[config.mk]
export PLATFORM = sky130hd
export DESIGN_NAME = fsk_tape_bit_and_byte_decoder_top
export DESIGN_NICKNAME = d
export VERILOG_FILES = /design/src/hdl/ftbd_pkg.sv /design/src/hdl/fsk_tape_bit_and_byte_decoder_top.sv /design/src/hdl/ftbd_tone.sv /design/src/hdl/ftbd_frame.sv
export SDC_FILE = /design/constraint.sdc
export NUM_CORES = 1
export LEC_CHECK = 0
export BUFFER_PORTS_ARGS = -buffer_cell sky130_fd_sc_hd__buf_4
export CAP_MARGIN = 20
export CORE_AREA = 2 2 119 121
export CTS_CLUSTER_DIAMETER = 30
export DETAILED_ROUTE_END_ITERATION = 10
export DIE_AREA = 0 0 121 123
export GPL_ROUTABILITY_DRIVEN = 0
export PLACE_DENSITY = 0.85
export SYNTH_ARGS = -nofsm -noshare
export SYNTH_HDL_FRONTEND = slang
export SYNTH_SLANG_ARGS = --single-unit
[constraint.sdc]
create_clock -name clock -period 12.3 [get_ports clock]
set_clock_uncertainty 0.15 [all_clocks]
set_input_delay 0 -clock clock [delete_from_list [all_inputs] [get_ports clock]]
set_output_delay 0 -clock clock [all_outputs]
set_load 0.02 [all_outputs]
[src/hdl/ftbd_pkg.sv]
// Shared types and constants for the FSK tape bit and byte decoder.
// No dependencies; imported by every module of the decoder.
package ftbd_pkg;

   // Frame layout: start bit at position 0, data bits 1..8, stop bits at the top
   localparam int FRAME_BITS      = 13;
   localparam int FILL_WIDTH      = $clog2(FRAME_BITS + 1);
   localparam int STOP_BITS       = 3;
   localparam int DATA_BITS       = 8;
   localparam int COUNTER_WIDTH   = 16;

   // Field widths
   localparam int SAMPLE_WIDTH    = 16;
   localparam int PERIOD_WIDTH    = 10;
   localparam int COUNT_WIDTH     = 4;
   localparam int CSR_INDEX_WIDTH = 3;
   localparam int CSR_DATA_WIDTH  = 10;

   // Register indexes
   localparam logic [CSR_INDEX_WIDTH-1:0] CSR_ZERO_TONE_PERIOD = 3'd0;
   localparam logic [CSR_INDEX_WIDTH-1:0] CSR_ONE_TONE_PERIOD  = 3'd1;
   localparam logic [CSR_INDEX_WIDTH-1:0] CSR_ZERO_PER_BIT     = 3'd2;
   localparam logic [CSR_INDEX_WIDTH-1:0] CSR_ONE_PER_BIT      = 3'd3;
   localparam logic [CSR_INDEX_WIDTH-1:0] CSR_TOLERANCE        = 3'd4;

   // Register reset values
   localparam logic [PERIOD_WIDTH-1:0] RST_ZERO_TONE_PERIOD = 10'd36;
   localparam logic [PERIOD_WIDTH-1:0] RST_ONE_TONE_PERIOD  = 10'd18;
   localparam logic [COUNT_WIDTH-1:0]  RST_ZERO_PER_BIT     = 4'd4;
   localparam logic [COUNT_WIDTH-1:0]  RST_ONE_PER_BIT      = 4'd8;
   localparam logic [COUNT_WIDTH-1:0]  RST_TOLERANCE        = 4'd3;

   // Configuration handed to the tone stage
   typedef struct packed {
      logic [PERIOD_WIDTH-1:0] zero_tone_period;
      logic [PERIOD_WIDTH-1:0] one_tone_period;
      logic [COUNT_WIDTH-1:0]  zero_periods_per_bit;
      logic [COUNT_WIDTH-1:0]  one_periods_per_bit;
      logic [COUNT_WIDTH-1:0]  period_tolerance;
   } cfg_type;

   // Per-sample result of the tone stage
   typedef struct packed {
      logic bit_ready;
      logic bit_value;
      logic period_unknown;
   } bit_evt_type;

endpackage

[src/hdl/fsk_tape_bit_and_byte_decoder_top.sv]
// FSK tape bit and byte decoder: one result per audio sample.
// Each result passes through the input register and then the result register.
// Throughput: one request per cycle while rsp_stall is low; the state update sets the rate.
// Reset (synchronous, active high): clears tone and frame state, loads register defaults.
// Depends on ftbd_pkg, ftbd_tone and ftbd_frame.
module fsk_tape_bit_and_byte_decoder_top
   import ftbd_pkg::*;
#(
   parameter int CNT_WIDTH = COUNTER_WIDTH
) (
   input  logic                           clock,
   input  logic                           reset,
   input  logic                           req_valid,
   output logic                           req_stall,
   input  logic signed [SAMPLE_WIDTH-1:0] req_sample,
   output logic                           rsp_valid,
   input  logic                           rsp_stall,
   output logic                           rsp_bit_ready,
   output logic                           rsp_bit_value,
   output logic                           rsp_byte_ready,
   output logic [DATA_BITS-1:0]           rsp_byte_value,
   output logic                           rsp_period_unknown,
   input  logic                           csr_write_enable,
   input  logic [CSR_INDEX_WIDTH-1:0]     csr_index,
   input  logic [CSR_DATA_WIDTH-1:0]      csr_write_data
);

   cfg_type                        cfg_ff;
   logic                           in_valid_ff, in_valid_in;
   logic signed [SAMPLE_WIDTH-1:0] in_sample_ff;
   logic                           out_valid_ff, out_valid_in;
   bit_evt_type                    evt, evt_ff;
   logic                           byte_ready, byte_ready_ff;
   logic [DATA_BITS-1:0]           byte_value, byte_value_ff;
   logic                           advance, accept;

   // Hold configuration registers
   always_ff @(posedge clock) begin
      if (reset) begin
         cfg_ff.zero_tone_period     <= RST_ZERO_TONE_PERIOD;
         cfg_ff.one_tone_period      <= RST_ONE_TONE_PERIOD;
         cfg_ff.zero_periods_per_bit <= RST_ZERO_PER_BIT;
         cfg_ff.one_periods_per_bit  <= RST_ONE_PER_BIT;
         cfg_ff.period_tolerance     <= RST_TOLERANCE;
      end else if (csr_write_enable) begin
         case (csr_index)
            CSR_ZERO_TONE_PERIOD: cfg_ff.zero_tone_period <= csr_write_data;
            CSR_ONE_TONE_PERIOD:  cfg_ff.one_tone_period  <= csr_write_data;
            CSR_ZERO_PER_BIT: begin
               cfg_ff.zero_periods_per_bit <= csr_write_data[COUNT_WIDTH-1:0];
            end
            CSR_ONE_PER_BIT: begin
               cfg_ff.one_periods_per_bit <= csr_write_data[COUNT_WIDTH-1:0];
            end
            CSR_TOLERANCE: cfg_ff.period_tolerance <= csr_write_data[COUNT_WIDTH-1:0];
            default: ;
         endcase
      end
   end

   // Advance the held request when the result register is free or draining
   assign advance   = in_valid_ff && (!out_valid_ff || !rsp_stall);
   assign req_stall = in_valid_ff && !advance;
   assign accept    = req_valid && !req_stall;

   always_comb begin
      in_valid_in = in_valid_ff;
      if (accept) begin
         in_valid_in = 1'b1;
      end else if (advance) begin
         in_valid_in = 1'b0;
      end
      out_valid_in = out_valid_ff;
      if (advance) begin
         out_valid_in = 1'b1;
      end else if (!rsp_stall) begin
         out_valid_in = 1'b0;
      end
   end

   always_ff @(posedge clock) begin
      if (reset) begin
         in_valid_ff  <= 1'b0;
         out_valid_ff <= 1'b0;
      end else begin
         in_valid_ff  <= in_valid_in;
         out_valid_ff <= out_valid_in;
      end
   end

   // Capture the request sample
   always_ff @(posedge clock) begin
      if (accept) begin
         in_sample_ff <= req_sample;
      end
   end

   ftbd_tone #(
      .CNT_WIDTH (CNT_WIDTH)
   ) u_tone (
      .clock   (clock),
      .reset   (reset),
      .advance (advance),
      .sample  (in_sample_ff),
      .cfg     (cfg_ff),
      .evt     (evt)
   );

   ftbd_frame u_frame (
      .clock      (clock),
      .reset      (reset),
      .advance    (advance),
      .evt        (evt),
      .byte_ready (byte_ready),
      .byte_value (byte_value)
   );

   // Load the result register
   always_ff @(posedge clock) begin
      if (advance) begin
         evt_ff        <= evt;
         byte_ready_ff <= byte_ready;
         byte_value_ff <= byte_value;
      end
   end

   assign rsp_valid          = out_valid_ff;
   assign rsp_bit_ready      = evt_ff.bit_ready;
   assign rsp_bit_value      = evt_ff.bit_value;
   assign rsp_period_unknown = evt_ff.period_unknown;
   assign rsp_byte_ready     = byte_ready_ff;
   assign rsp_byte_value     = byte_value_ff;

endmodule

[src/hdl/ftbd_tone.sv]
// Zero-crossing period measurement, tone classification and bit decision.
// Depends on ftbd_pkg (cfg_type, bit_evt_type, widths).
module ftbd_tone
   import ftbd_pkg::*;
#(
   parameter int CNT_WIDTH = COUNTER_WIDTH
) (
   input  logic                           clock,
   input  logic                           reset,
   input  logic                           advance,
   input  logic signed [SAMPLE_WIDTH-1:0] sample,
   input  cfg_type                        cfg,
   output bit_evt_type                    evt
);

   localparam int CMP_WIDTH = CNT_WIDTH + 1;
   localparam logic [COUNT_WIDTH-1:0] COUNT_MAX = '1;
   localparam logic [CNT_WIDTH-1:0]   PERIOD_MAX = '1;

   logic signed [SAMPLE_WIDTH-1:0] prev_ff, prev_in;
   logic [CNT_WIDTH-1:0]           period_ff, period_in;
   logic [COUNT_WIDTH-1:0]         zero_cnt_ff, zero_cnt_in;
   logic [COUNT_WIDTH-1:0]         one_cnt_ff, one_cnt_in;

   logic                   crossing;
   logic [CMP_WIDTH-1:0]   len_lo;
   logic [CMP_WIDTH-1:0]   zero_c, one_c, mid_c, tol_c;
   logic [PERIOD_WIDTH:0]  period_sum;
   logic                   near_zero, near_one, near_mid;
   logic                   is_zero, is_one;
   logic [COUNT_WIDTH-1:0] zero_upd, one_upd, need0, need1;
   logic                   bit1, bit0;

   // Falling crossing: previous sample positive, this one not
   assign crossing = (prev_ff > 0) && (sample <= 0);

   // Window tests: len + tol >= centre and len <= centre + tol
   always_comb begin
      period_sum = {1'b0, cfg.zero_tone_period} + {1'b0, cfg.one_tone_period};
      len_lo     = {1'b0, period_ff};
      tol_c      = CMP_WIDTH'(cfg.period_tolerance);
      zero_c     = CMP_WIDTH'(cfg.zero_tone_period);
      one_c      = CMP_WIDTH'(cfg.one_tone_period);
      mid_c      = CMP_WIDTH'(period_sum[PERIOD_WIDTH:1]);
      near_zero  = (len_lo + tol_c >= zero_c) && (len_lo <= zero_c + tol_c);
      near_one   = (len_lo + tol_c >= one_c) && (len_lo <= one_c + tol_c);
      near_mid   = (len_lo + tol_c >= mid_c) && (len_lo <= mid_c + tol_c);
   end

   // Classify: zero tone first, then one tone, then midpoint by majority
   always_comb begin
      is_zero = 1'b0;
      is_one  = 1'b0;
      if (near_zero) begin
         is_zero = 1'b1;
      end else if (near_one) begin
         is_one = 1'b1;
      end else if (near_mid) begin
         is_one  = (one_cnt_ff > zero_cnt_ff);
         is_zero = !(one_cnt_ff > zero_cnt_ff);
      end
   end

   // Count tones, decide bits, clear counts on a bit
   always_comb begin
      zero_upd = zero_cnt_ff;
      one_upd  = one_cnt_ff;
      if (crossing && is_zero && zero_cnt_ff != COUNT_MAX) begin
         zero_upd = zero_cnt_ff + 1'b1;
      end
      if (crossing && is_one && one_cnt_ff != COUNT_MAX) begin
         one_upd = one_cnt_ff + 1'b1;
      end
      need1 = (cfg.one_periods_per_bit == '0) ? COUNT_WIDTH'(1) : cfg.one_periods_per_bit;
      need0 = (cfg.zero_periods_per_bit == '0) ? COUNT_WIDTH'(1) : cfg.zero_periods_per_bit;
      bit1  = crossing && (one_upd >= need1);
      bit0  = crossing && !bit1 && (zero_upd >= need0);

      evt.bit_ready      = bit1 || bit0;
      evt.bit_value      = bit1;
      evt.period_unknown = crossing && !is_zero && !is_one;

      zero_cnt_in = (bit1 || bit0) ? '0 : zero_upd;
      one_cnt_in  = (bit1 || bit0) ? '0 : one_upd;
      prev_in     = sample;
      if (crossing) begin
         period_in = CNT_WIDTH'(1);
      end else if (period_ff != PERIOD_MAX) begin
         period_in = period_ff + 1'b1;
      end else begin
         period_in = period_ff;
      end
   end

   // Advance state once per processed sample
   always_ff @(posedge clock) begin
      if (reset) begin
         prev_ff     <= '0;
         period_ff   <= '0;
         zero_cnt_ff <= '0;
         one_cnt_ff  <= '0;
      end else if (advance) begin
         prev_ff     <= prev_in;
         period_ff   <= period_in;
         zero_cnt_ff <= zero_cnt_in;
         one_cnt_ff  <= one_cnt_in;
      end
   end

endmodule

[src/hdl/ftbd_frame.sv]
// Frame window: shifts decoded bits in and recognizes a framed byte.
// Depends on ftbd_pkg (bit_evt_type, frame constants).
module ftbd_frame
   import ftbd_pkg::*;
(
   input  logic                 clock,
   input  logic                 reset,
   input  logic                 advance,
   input  bit_evt_type          evt,
   output logic                 byte_ready,
   output logic [DATA_BITS-1:0] byte_value
);

   logic [FRAME_BITS-1:0] window_ff, window_in, shifted;
   logic [FILL_WIDTH-1:0] fill_ff, fill_in, fill_inc;
   logic                  match;

   // Slide the newest bit in at the top; oldest bit sits at position 0
   always_comb begin
      shifted  = {evt.bit_value, window_ff[FRAME_BITS-1:1]};
      fill_inc = (fill_ff < FILL_WIDTH'(FRAME_BITS)) ? fill_ff + 1'b1 : fill_ff;
      match    = evt.bit_ready && (fill_inc >= FILL_WIDTH'(FRAME_BITS)) && !shifted[0]
                 && (&shifted[FRAME_BITS-1:FRAME_BITS-STOP_BITS]);

      byte_ready = match;
      byte_value = match ? shifted[DATA_BITS:1] : '0;

      window_in = window_ff;
      fill_in   = fill_ff;
      if (match) begin
         window_in = '0;
         fill_in   = '0;
      end else if (evt.bit_ready) begin
         window_in = shifted;
         fill_in   = fill_inc;
      end
   end

   always_ff @(posedge clock) begin
      if (reset) begin
         window_ff <= '0;
         fill_ff   <= '0;
      end else if (advance) begin
         window_ff <= window_in;
         fill_ff   <= fill_in;
      end
   end

endmodule

### Word-level counts from Yosys, hierarchy flattened

Index checks and enable logic that the tools add are counted.

| operators by class | value |
|---|---|
| multiplexer cells | 23 |
| $add $sub $neg | 9 |
| $lt $le $gt $ge | 13 |
| reductions and logical operators | 44 |
| eq/ne operators | 8 |

Operators with widths:

| operator | number |
|---|---|
| 17-bit by 10-bit >= comparator with 1-bit output | 3 |
| 16-bit by 17-bit less-or-equal comparator with 1-bit output | 3 |
| 4-bit two-way mux | 9 |
| 10-bit by 4-bit adder with 11-bit output | 3 |
| 16-bit two-way mux | 2 |
| 13-bit two-way mux | 2 |
| 1-bit logical AND | 19 |
| 16-bit by 4-bit adder with 17-bit output | 1 |
| 16-bit by 1-bit adder with 16-bit output (second input constant) | 1 |
| 16-bit by 1-bit > comparator with 1-bit output (second input constant) | 1 |
| 16-bit by 1-bit less-or-equal comparator with 1-bit output (second input constant) | 1 |
| 16-bit inequality test (second input constant) | 1 |
| 2-bit AND reduction | 7 |
| 4-bit by 1-bit adder with 4-bit output (second input constant) | 3 |
| 10-bit by 10-bit adder with 11-bit output | 1 |
| 1-bit two-way mux | 10 |
| 1-bit zero test | 9 |
| 4-bit >= comparator | 2 |
| 4-bit zero test | 2 |
| 4-bit inequality test (second input constant) | 2 |
| 3-bit by 2-bit == test with 1-bit output (second input constant) | 2 |
| 2-bit nonzero test | 3 |
| 4-bit >= comparator (second input constant) | 1 |
| 4-bit > comparator | 1 |
| other kinds (7) | 8 |

| storage, ports and cells | value |
|---|---|
| output and inout port bits | 14 |
| bits of input ports | 34 |
| register bits | 119 |

### Depth between registers and ports, before layout

Gate-level depths: netlist of the first run.

| logic depth | value |
|---|---|
| word-level depth | 21 |
| mapped depth | 33 |

### By module

Synthesis of the first run repeated with hierarchy kept, for this count alone.

| unflattened totals | value |
|---|---|
| cells, all modules | 884 |
| area, all modules | 8179.1 sq um |

By module, submodules not included:

| module | seq. area each (sq um) | cells an instance | area each (sq um) | times used |
|---|---|---|---|---|
| ftbd_tone | 800.8 | 637 | 5127.4 | 1 |
| fsk_tape_bit_and_byte_decoder_top | 1521.5 | 167 | 2268.4 | 1 |
| ftbd_frame | 320.3 | 80 | 783.3 | 1 |

### Worst setup path before layout of the first run

Ideal clock, no wire load.

| path | value |
|---|---|
| kind | flip-flop to flip-flop |
| start point | register cfg_ff[13] (netlist bit) |
| end point | register u_tone.zero_cnt_ff[3] |
| required time | 12.076 ns |
| setup time | 0.074 ns |
| data arrival time | 6.217 ns |
| period minus slack after synthesis | 6.442 ns |
| slack | 5.858 ns |
| cell stages (with the launch flop) | 32 |
| buffers on the path | 2 |
| cell sequence | dfxtp_1 inv_1 fa_1 xnor2_1 inv_1 fa_1 nor2b_1 o21ai_0 nand2b_1 nand3b_1 nor3_1 xnor2_1 ha_1 a211o_1 a21oi_1 o21ai_0 a21boi_0 o21ai_0 o31a_1 buf_6 nor2_1 mux2_2 ha_1 a21o_1 a21o_1 a21oi_1 a21oi_1 buf_1 nor2_1 nand2_1 or4_1 a31oi_1 |

RTL lines:

| what | RTL line | source |
|---|---|---|
| from (decl) | fsk_tape_bit_and_byte_decoder_top.sv:28 | `cfg_type cfg_ff;` |
| to (signal assigned) | ftbd_tone.sv:105 | `zero_cnt_ff <= zero_cnt_in;` |
| to (decl) | ftbd_tone.sv:22 | `logic [COUNT_WIDTH-1:0] zero_cnt_ff, zero_cnt_in;` |

### Worst setup path in the final report of the first run

| path | value |
|---|---|
| start point | register cfg_ff[13] (netlist bit) |
| end point | register u_frame.fill_ff[1] |

| between the ends | value |
|---|---|
| cells in the longest elaborated chain, start to end | 21 |
| elaborated cells on any way between the ends | 35 |
| classes of those cells | add/sub: 3; order compare: 6; mux: 9; reduce/logical: 17 |

Ends and longest elaborated chain:

| what | RTL line | source |
|---|---|---|
| 10-bit by 10-bit adder with 11-bit output | ftbd_tone.sv:39 | `period_sum = {1'b0, cfg.zero_tone_period} + {1'b0, cfg.one_tone_period};` |
| 10-bit by 4-bit adder with 11-bit output | ftbd_tone.sv:47 | `near_mid = (len_lo + tol_c >= mid_c) && (len_lo <= mid_c + tol_c);` |
| 16-bit by 17-bit less-or-equal comparator with 1-bit output | ftbd_tone.sv:47 |  |
| 1-bit logical AND | ftbd_tone.sv:47 |  |
| 1-bit two-way mux | ftbd_tone.sv:58 | `end else if (near_mid) begin` |
| 1-bit two-way mux | ftbd_tone.sv:56 | `end else if (near_one) begin` |
| 1-bit two-way mux | ftbd_tone.sv:54 | `if (near_zero) begin` |
| 1-bit logical AND (2 in a row) | ftbd_tone.sv:71 | `if (crossing && is_one && one_cnt_ff != COUNT_MAX) begin` |
| (+2 left out) | - |  |
| 1-bit logical AND | ftbd_tone.sv:76 | `bit1 = crossing && (one_upd >= need1);` |
| 1-bit zero test | ftbd_tone.sv:77 | `bit0 = crossing && !bit1 && (zero_upd >= need0);` |
| 1-bit logical AND (2 in a row) | ftbd_tone.sv:77 |  |
| 1-bit logical OR | ftbd_tone.sv:79 | `evt.bit_ready = bit1 \|\| bit0;` |
| 1-bit logical AND (2 in a row) | ftbd_frame.sv:22 | `match = evt.bit_ready && (fill_inc >= FILL_WIDTH'(FRAME_BITS)) && !shifted[0]` |
| 1-bit logical AND | ftbd_frame.sv:23 | `&& (&shifted[FRAME_BITS-1:FRAME_BITS-STOP_BITS]);` |
| 2-bit nonzero test (no line) | - |  |
| 2-bit AND reduction (no line) | - |  |
| to (signal assigned) | ftbd_frame.sv:45 | `fill_ff <= fill_in;` |
| to (decl) | ftbd_frame.sv:15 | `logic [FILL_WIDTH-1:0] fill_ff, fill_in, fill_inc;` |

Several ways; a longest one is shown, not always the timed one.
A chain may end at the register's enable or synchronous reset.

==> results of run 1 <==
==> synth_stat cells (13+ instances only) <==
master	instances
nand2_1	126
ha_1	105
dfxtp_1	90
a21oi_1	86
nor2_1	62
inv_1	59
nand3_1	43
xnor2_1	38
edfxtp_1	28
a21o_1	24
o21ai_0	24
clkbuf_1	21
xor2_1	20
nor3_1	18
and3_1	15
nor2b_1	13
==> flip-flops by register name (all words and copies together), names as in the netlist <==
name                count
u_tone.period_ff       16
u_frame.fill_ff         4
u_frame.window_ff      12
u_tone.prev_ff         16
in_valid_ff             1
cfg_ff                 32
rsp_bit_value           1
rsp_byte_value          8
rsp_bit_ready           1
rsp_valid               1
rsp_byte_ready          1
u_tone.one_cnt_ff       4
in_sample_ff           16
u_tone.zero_cnt_ff      4
rsp_period_unknown      1
==> timing repair <==
action,in CTS,in global routing
resized for setup,0,0
endpoints found under the hold margin,58,0
hold buffers,37,0
==> kinds of logic (layout without fill, tap and decap cells) <==
kind of cell	after synthesis	count (layout)
AO/OA/AOI/OAI	201	201
XOR/XNOR	58	58
adder cells (fa/ha/maj)	110	110
buffers and inverters	91	179
flip-flops	118	118
multiplexers	14	14
AND/OR/NAND/NOR	335	335
==> cell usage in the layout, fill, tap and decap left out, types with 5 or more instances in the layout <==
master         synthesis  final
a21o_1                24     24
a21oi_1               86     86
and3_1                15     15
buf_4                  0     51
clkbuf_16              0     17
dfxtp_1               90     90
dlygate4sd3_1          0     37
edfxtp_1              28     28
fa_1                   5      5
ha_1                 105    105
inv_1                 59     59
mux2i_1               12     12
nand2_1              126    126
nand2b_1              10     10
nand3_1               43     43
nand4_1               10     10
nor2_1                62     62
nor2b_1               13     13
nor3_1                18     18
nor4_1                10     10
o211ai_1               9      9
o21a_1                 5      5
o21ai_0               24     24
or3_1                  6      6
xnor2_1               38     38
xor2_1                20     20
==> per-stage QoR <==
stage          std cells  hold WS (ns)
3_3_place_gp        1125       0.02801
6_report            1195       0.01182
3_5_place_dp        1125       0.02920
2_1_floorplan        927      -0.05113
4_1_cts             1194       0.01010
5_1_grt             1195       0.06701
==> worst max-delay path: cells and delay by family, from the launching register on <==
family / cells / cell delay (ns)
AOI/OAI and AO/OA: 13 / 2.78
adders and majority gates: 4 / 1.48
muxes: 1 / 0.38
DFF: 1 / 0.40
buffers and inverters: 2 / 0.23
and+or+nand+nor: 7 / 1.64
xor gates and xnor gates: 2 / 0.41
==> routing by layer <==
metal	vias to the layer above	part of all wire [%]	wire [µm]
li1	3454	-	-
met1	3470	42	9219
met2	355	47	10330
met3	71	7.3	1590
met4	0	3.5	764
met5	-	0	0
==> power by group <==
part	switching [mW]	internal [mW]	total [mW]	leakage [nW]
logic	0.0722	0.0533	0.125	2.68
registers	0.00933	0.409	0.418	0.993
clock network	0.196	0.300	0.496	0.275
==> path summary, 6_finish.rpt <==
check | slack, ns | to | cells past startpoint | start
setup reg to reg | 4.65 | u_frame.fill_ff[1] | 29 | cfg_ff[13]
hold reg to reg | 0.30 | u_frame.window_ff[1] | 2 | u_frame.window_ff[1]
setup / recovery | 4.65 | u_frame.fill_ff[1] | 29 | cfg_ff[13]
hold / removal | 0.01 | cfg_ff[2] | 4 | csr_write_enable
==> layout make-up <==
class,instances,area share [%]
multi-input cells,718,52.84
clock inverters,13,1.587
inverters,59,2.361
repair buffers,88,8.029
clock buffers,19,4.615
flip-flops and latches,118,28.17
well taps,180,2.401
==> results.sh, run 1 <==
export IMPL_outcome="complete, no violations"
export IMPL_cp_arrival_ns=7.78
export IMPL_max_freq_mhz=130.7
export IMPL_synth_mux_area_share_pct=1.793
export IMPL_clkSinkCount=118
export IMPL_via_count=7350
export IMPL_synth_top_cells_by_area="dfxtp_1 23%, ha_1 17%, edfxtp_1 11%"
export IMPL_synth_top_family_by_area="simple AND/OR/NAND/NOR gates"
export IMPL_seq_area_frac_synth_pct=33.22
export IMPL_busiest_layer="met2"
export IMPL_antenna_cells=0
export IMPL_dr_pass1_iters=5
export IMPL_grt_max_degree=73
export IMPL_fin_nets=1146
export IMPL_ir_worst_vdd_mv=0.1348
export IMPL_clk_path_buf_depth=2
export IMPL_grt_overflow=0
export IMPL_layout_setup_ws_ns=4.649
export IMPL_clkTransAtPathRegs_ns=0.06
export IMPL_final_cell_area_mm2=0.009382
export IMPL_rows=43
export IMPL_fin_crit_ns=7.651
export IMPL_tns_ns=0
export IMPL_crit_type="reg2reg"
export IMPL_synth_edf_count=28
export IMPL_cts_tree="done"
export IMPL_slew_violations=0
export IMPL_synth_xor_area_share_pct=6.387
export IMPL_crit_path_end_kind="register"
export IMPL_syn_inst=927
export IMPL_synth_area_per_cell_um2=8.580
export IMPL_ys_warn_count=0
export IMPL_postLayoutCoreUtil_pct=68.92
export IMPL_cellLeakagePower_nw=3.950
export IMPL_dp_worst_setup_slack_ns=4.888
export IMPL_core_area_mm2=0.01361
export IMPL_insertion_delay_ns=0.43
export IMPL_synth_seq_cells=118
export IMPL_place_area_mm2=0.008422
export IMPL_die_area_mm2=0.01488
export IMPL_cts_root_buf="clkbuf_16"
export IMPL_synth_async_reset_ratio_pct=0
export IMPL_grt_antenna_before_repair=0
export IMPL_worst_slew_pin_slew_ns=0.9502
export IMPL_via_per_inst=6.151
export IMPL_drive_gt1_share_pct=9.557
export IMPL_numCtsBuffers=17
export IMPL_finalCritPeriodShare_pct=62.21
export IMPL_power_density_mw_per_mm2=110.8
export IMPL_fillCellCount=956
export IMPL_synth_compound_area_share_pct=16.16
export IMPL_port_buffers=47
export IMPL_ant_nets=0
export IMPL_routed_wl_um=21910
export IMPL_gr_usage_met2_pct=49.51
export IMPL_grtUsageTotal_pct=29.92
export IMPL_h_tree_depth=4
export IMPL_die_y_um=123
export IMPL_start_util_pct=58.43
export IMPL_rsz0062_at_grt="false"
export IMPL_drt_initial_drc_count=737
export IMPL_finalSetupViolCount=0
export IMPL_power_mw=1.040
export IMPL_syn_num_nets=1071
export IMPL_syn_to_final_growth_pct=17.95
export IMPL_cpMostUsedCell="o21ai_0"
export IMPL_yosysTopAreaCellShare_pct=22.65
export IMPL_multiInputGateArea_mm2=0.004957
export IMPL_grt_use_met3_pct=6.688
export IMPL_grt_pass1_wl_um=34990
export IMPL_relSlewSlack_pct=35.85
export IMPL_seq_area_mm2=0.002643
export IMPL_synthAdderAreaFrac_pct=17.78
export IMPL_grtUsageMet1_pct=37.46
export IMPL_die_width_um=121
export IMPL_ioPinCount=48
export IMPL_synth_top_area_cell="dfxtp_1"
export IMPL_worst_ep_required_time_ns=12.43
export IMPL_detail_route_wl_per_cell_um=18.33
export IMPL_post_cts_setup_buffer_count=0
export IMPL_grt_pass1_vias=7214
export IMPL_cp_max_fo=17
export IMPL_synth_simple_area_share_pct=20.21
export IMPL_cp_start_kind="register"
export IMPL_drc_errors=0
export IMPL_hold_class="in2reg"
export IMPL_syn_area_mm2=0.007954
export IMPL_drv_cap=0
export IMPL_max_stage_delay_ns=0.65
export IMPL_ys_flop_type="dfxtp_1"
export IMPL_hold_violations=0
export IMPL_place_hpwl_um=14530
export IMPL_critPathSlowestCell="a21oi_1"
export IMPL_synth_distinct_cells=67
Note: power is estimated with default switching activity, not from simulation.
==> inputs of run 2 (changes only) <==
ABC_AREA = 1   (was unset)
CORE_AREA = 2 2 124 126   (was 2 2 119 121)
DIE_AREA = 0 0 126 128   (was 0 0 121 123)
PLACE_DENSITY = 0.84   (was 0.85)
clock period = 6.55 ns   (was 12.3 ns; I/O delays follow)
==> results.sh, run 2 <==
export IMPL_grt_pass1_vias=7580
export IMPL_instances_no_fill=1388
export IMPL_slew_violations=0
export IMPL_max_freq_mhz=167.0
export IMPL_ir_worst_vdd_mv=0.1885
export IMPL_core_area_mm2=0.01486
export IMPL_fillCellCount=1178
export IMPL_drc_errors=0
export IMPL_fin_crit_ns=5.988
export IMPL_holdPathEnd="in_sample_ff[14]"
export IMPL_grt_antenna_before_repair=0
export IMPL_cpMostUsedCell="nand2_1"
export IMPL_place_hpwl_um=14650
export IMPL_fin_nets=1331
export IMPL_grt_max_degree=49
export IMPL_finalSetupViolCount=0
export IMPL_synth_most_common_cell="nand2_1"
export IMPL_yosysTopAreaCellShare_pct=22.11
export IMPL_dr_pass1_iters=8
export IMPL_rr_worst_depth=36
export IMPL_hold_class="in2reg"
export IMPL_tns_ns=0
export IMPL_max_stage_delay_ns=0.39
export IMPL_r2r_end="u_frame.fill_ff[0]"
export IMPL_hold_violations=0
export IMPL_die_area_mm2=0.01613
export IMPL_synth_top_area_cell="dfxtp_1"
export IMPL_detail_route_wl_per_cell_um=15.34
export IMPL_cp_max_fo=17
export IMPL_final_cell_mix="209 x nand2_1, 131 x nor2_1, 124 x inv_1"
export IMPL_insertion_delay_ns=0.43
export IMPL_hold_depth=2
export IMPL_synth_edf_count=28
export IMPL_rows=45
export IMPL_synth_async_reset_ratio_pct=0
export IMPL_port_buffers=47
export IMPL_grtUsageTotal_pct=26.94
export IMPL_ys_flop_type="dfxtp_1"
export IMPL_ant_nets=0
export IMPL_grt_overflow=0
export IMPL_cellLeakagePower_nw=4.488
export IMPL_numCtsBuffers=17
export IMPL_drv_cap=0
export IMPL_layout_setup_ws_ns=0.5617
export IMPL_synth_top_cells_by_area="dfxtp_1 22%, ha_1 16%, edfxtp_1 10%"
export IMPL_syn_num_nets=1233
export IMPL_synth_area_per_cell_um2=7.484
export IMPL_worstReg2RegStart="cfg_ff[15]"
export IMPL_top_register="cfg_ff"
export IMPL_hold_start="req_sample[14]"
export IMPL_grt_pass1_wl_um=35020
export IMPL_seq_area_frac_synth_pct=32.42
export IMPL_die_y_um=128
export IMPL_crit_path_end_kind="register"
export IMPL_worst_slew_pin_slew_ns=0.7912
export IMPL_syn_to_final_growth_pct=19.79
export IMPL_cts_tree="done"
export IMPL_final_common_cell="nand2_1"
export IMPL_dp_worst_setup_slack_ns=0.3408
export IMPL_clkTransAtPathRegs_ns=0.06
export IMPL_critPathSlowestCell="ha_1"
export IMPL_drt_initial_drc_count=537
export IMPL_crit_type="reg2reg"
export IMPL_place_inst=1309
export IMPL_antenna_cells=0
export IMPL_outcome="complete, no violations"
export IMPL_die_width_um=126
export IMPL_synth_distinct_cells=48
export IMPL_largest_reg_flops=32
export IMPL_finalCritPeriodShare_pct=91.42
export IMPL_clkSinkCount=118
export IMPL_syn_area_mm2=0.008150
export IMPL_postLayoutCoreUtil_pct=65.68
export IMPL_start_util_pct=54.83
export IMPL_crit_buf_inv=1
export IMPL_crit_family="compound AO/OA/AOI/OAI gates"
export IMPL_ioPinCount=48
export IMPL_h_tree_depth=4
export IMPL_routed_wl_um=21290
export IMPL_worst_ep_required_time_ns=6.70
export IMPL_syn_inst=1089
export IMPL_synth_commonest_cells="209 x nand2_1, 133 x nor2_1, 124 x inv_1"
export IMPL_synth_seq_cells=118
export IMPL_rrSetupSlack_ns=0.56
export IMPL_cp_start_kind="register"
export IMPL_cts_root_buf="clkbuf_16"
export IMPL_power_density_mw_per_mm2=201.9
export IMPL_drive_gt1_share_pct=11.33
export IMPL_via_count=7731
export IMPL_ys_warn_count=0
export IMPL_clk_path_buf_depth=2
export IMPL_relSlewSlack_pct=47.19
export IMPL_via_per_inst=5.570
export IMPL_cp_arrival_ns=6.14
==> run 2: cell types whose count changed in the layout (fill, tap and decap cells not counted), sizes merged, moves of 15 or more <==
cell   delta
inv      +75
nand3    +17
nor2     +79
and3     -15
xnor2    -28
o21ai    +41
a21o     -21
nand2    +98
==> run 2: where the power goes <==
group	internal (mW)	switching [mW]
Sequential	0.771	0.0177
Clock	0.536	0.368
Combinational	0.114	0.166
Total	1.42	0.551
==> run 2: worst max path at each step <==
stage                           from                    to  cells past startpoint
after CTS                 cfg_ff[13]    u_frame.fill_ff[2]                     36
after global routing      cfg_ff[23]    u_frame.fill_ff[0]                     39
after floorplan           cfg_ff[13]    u_frame.fill_ff[1]                     37
after global placement    cfg_ff[13]  u_tone.one_cnt_ff[1]                     32
final                     cfg_ff[15]    u_frame.fill_ff[0]                     36
after detailed placement  cfg_ff[13]    u_frame.fill_ff[2]                     38
==> run 2: per-stage QoR <==
step                      hold WS [ns]  total power, mW  cell area [µm²]
final                           0.1374            1.972             9763
after global routing            0.1506            2.042             9763
after CTS                       0.1311            1.960             9721
after detailed placement       0.02931            1.048             8696
after global placement         0.02796            1.042             8696
after floorplan               -0.05113           0.9730             8150
==> run 2: kinds of logic after synthesis <==
logic type | synth area share [%]
mux | 0.1382
flops | 32.42
compound gates | 13.22
fa+ha+maj | 17.35
simple gates | 25.47
buf+inv | 7.000
xor+xnor | 4.406
==> run 2: layer usage <==
| metal | up-vias | global-route usage [%] | routed length, µm |
|---|---|---|---|
| met5 | - | 0 | 0 |
| met3 | 80 | 4.800 | 1265 |
| met2 | 275 | 48.17 | 10390 |
| met4 | 0 | 14.74 | 931 |
| li1 | 3836 | - | - |
| met1 | 3540 | 30.49 | 8696 |
==> run 2: repair_timing <==
| action | in CTS | in global routing |
|---|---|---|
| setup endpoints to repair | 0 | 24 |
| setup buffers | 0 | 1 |
| gates resized for setup | 0 | 7 |
| endpoints found under the hold margin | 85 | 0 |
| hold buffers | 46 | 0 |
==> run 2: layout make-up <==
class | instances | area (µm²) | share of cell area, %
multi-input combinational | 820 | 4962 | 50.83
inverter | 132 | 495.5 | 5.075
sequential | 118 | 2643 | 27.07
clock inverter | 13 | 121.4 | 1.243
timing repair buffer | 98 | 863.3 | 8.843
tap | 188 | 235.2 | 2.409
clock buffer | 19 | 442.9 | 4.537
==> inputs of run 3 (changes only) <==
CORE_AREA = 2 2 128 130   (was 2 2 124 126)
DIE_AREA = 0 0 130 132   (was 0 0 126 128)
SYNTH_HIERARCHICAL = 1   (was unset)
==> results.sh, run 3 <==
export IMPL_detail_route_wl_per_cell_um=15.18
export IMPL_final_cell_mix="212 x nand2_1, 159 x inv_1, 155 x nor2_1"
export IMPL_fin_crit_ns=6.125
export IMPL_clkSinkCount=118
export IMPL_syn_to_final_growth_pct=19.04
export IMPL_insertion_delay_ns=0.42
export IMPL_cp_max_fo=12
export IMPL_max_freq_mhz=163.3
export IMPL_top_register="cfg_ff"
export IMPL_dr_pass1_iters=5
export IMPL_ioPinCount=48
export IMPL_core_area_mm2=0.01571
export IMPL_critPathSlowestCell="fa_1"
export IMPL_worst_ep_required_time_ns=6.71
export IMPL_fin_nets=1415
export IMPL_ir_worst_vdd_mv=0.1710
export IMPL_final_common_cell="nand2_1"
export IMPL_die_area_mm2=0.01716
export IMPL_synth_simple_area_share_pct=29.36
export IMPL_drv_cap=0
export IMPL_seq_area_frac_synth_pct=30.63
export IMPL_grt_max_degree=33
export IMPL_die_y_um=132
export IMPL_grtUsageTotal_pct=26.74
export IMPL_synth_xor_area_share_pct=4.263
export IMPL_synth_mux_area_share_pct=0
export IMPL_finalCritPeriodShare_pct=93.51
export IMPL_place_hpwl_um=15750
export IMPL_grt_pass1_vias=7952
export IMPL_via_per_inst=5.539
export IMPL_syn_area_mm2=0.008628
export IMPL_ys_flop_type="dfxtp_1"
export IMPL_antenna_cells=0
export IMPL_die_width_um=130
export IMPL_finalSetupViolCount=0
export IMPL_instances_no_fill=1500
export IMPL_power_mw=2.035
export IMPL_grt_overflow=0
export IMPL_crit_type="reg2reg"
export IMPL_syn_inst=1172
export IMPL_drc_errors=0
export IMPL_cp_arrival_ns=6.28
export IMPL_cts_root_buf="clkbuf_16"
export IMPL_synth_async_reset_ratio_pct=0
export IMPL_h_tree_depth=4
export IMPL_drt_initial_drc_count=705
export IMPL_ys_warn_count=6
export IMPL_synth_commonest_cells="212 x nand2_1, 159 x inv_1, 156 x nor2_1"
export IMPL_port_buffers=47
export IMPL_largest_reg_flops=32
export IMPL_hold_class="in2reg"
export IMPL_cellLeakagePower_nw=4.844
export IMPL_via_count=8308
export IMPL_max_stage_delay_ns=0.46
export IMPL_numCtsBuffers=17
export IMPL_synth_area_per_cell_um2=7.362
export IMPL_synthAdderAreaFrac_pct=16.39
export IMPL_power_density_mw_per_mm2=198.2
export IMPL_yosysTopAreaCellShare_pct=20.88
export IMPL_worst_slew_pin_slew_ns=0.9429
export IMPL_drive_gt1_share_pct=12.38
export IMPL_synth_most_common_cell="nand2_1"
export IMPL_synth_edf_count=28
export IMPL_routed_wl_um=22780
export IMPL_cp_start_kind="register"
export IMPL_cts_tree="done"
export IMPL_clk_path_buf_depth=2
export IMPL_synth_top_family_by_area="simple AND/OR/NAND/NOR gates"
export IMPL_synth_top_cells_by_area="dfxtp_1 21%, ha_1 15%, edfxtp_1 9.7%"
export IMPL_clkTransAtPathRegs_ns=0.06
export IMPL_synth_compound_area_share_pct=10.90
export IMPL_ant_nets=0
export IMPL_place_inst=1417
export IMPL_crit_path_end_kind="register"
export IMPL_grt_antenna_before_repair=0
export IMPL_syn_num_nets=1316
export IMPL_relSlewSlack_pct=37.07
export IMPL_synth_top_area_cell="dfxtp_1"
export IMPL_slew_violations=0
export IMPL_outcome="complete, no violations"
export IMPL_start_util_pct=54.91
export IMPL_hold_violations=0
export IMPL_rows=46
export IMPL_synth_distinct_cells=51
export IMPL_synth_seq_cells=118
export IMPL_grt_pass1_wl_um=36710
==> run 3: routing by layer <==
layer  track usage, %  vias up  wire length (µm)
met1            31.62     3834              9275
met4            13.20        0               867
met5                0        -                 0
li1                 -     4063                 -
met2            45.96      327             11260
met3            5.073       84              1367
==> run 3: kinds of logic (layout without fill, tap and decap cells) <==
group,count (synthesis),count (layout)
xor gates and xnor gates,42,42
DFF,118,118
adders and majority gates,110,110
and+or+nand+nor,555,556
AOI/OAI and AO/OA,163,163
buffers and inverters,184,295
==> run 3: final timing paths <==
kind / startpoint / endpoint / slack (ns) / depth (start not counted)
worst min register to register: u_frame/window_ff[10] / u_frame/window_ff[9] / 0.31 / 2
worst max-delay path: cfg_ff[13] / u_frame/fill_ff[3] / 0.43 / 38
worst max register to register: cfg_ff[13] / u_frame/fill_ff[3] / 0.43 / 38
worst min-delay path: csr_write_enable / cfg_ff[31] / 0.06 / 6
==> run 3: power by group <==
group          switching [mW]  internal (mW)
combinational           0.190          0.129
clock                   0.351          0.568
sequential             0.0235          0.774
==> run 3: critical path: cells and delay by family, from the launching register on <==
family / cells / cell delay (ns)
AO/OA/AOI/OAI: 6 / 0.67
XOR/XNOR: 1 / 0.18
adder cells (fa/ha/maj): 4 / 1.33
buffers and inverters: 5 / 0.29
flip-flops: 1 / 0.40
AND/OR/NAND/NOR: 22 / 2.97
==> run 3: cell type report <==
| type | count | area [µm²] |
|---|---|---|
| inverter | 163 | 611.8 |
| fill | 1210 | 5441 |
| clock inverter | 12 | 128.9 |
| tap | 216 | 270.3 |
| multi-input combinational | 871 | 5296 |
| sequential | 118 | 2644 |
| clock buffer | 20 | 446.7 |
| timing repair buffer | 100 | 873.3 |
==> run 3: timing repair <==
action | 4_1_cts | 5_1_grt
endpoints found under the hold margin | 59 | 0
endpoints found under the setup margin | 0 | 33
hold buffers | 49 | 0
gates resized for setup | 0 | 6
setup buffers | 0 | 1
==> run 3: per-stage QoR <==
step	setup WS, ns	util, %	hold WS [ns]	area, µm²	TNS (ns)
6_report	0.4251	65.37	0.06429	10270	0
2_1_floorplan	0.8887	-	-0.08093	8628	0
4_1_cts	0.1180	65.07	0.02895	10220	0
3_5_place_dp	0.1995	58.29	0.02945	9159	0
3_3_place_gp	0.4694	58.29	0.02858	9159	0
5_1_grt	-0.04458	65.37	0.1102	10270	-0.5890
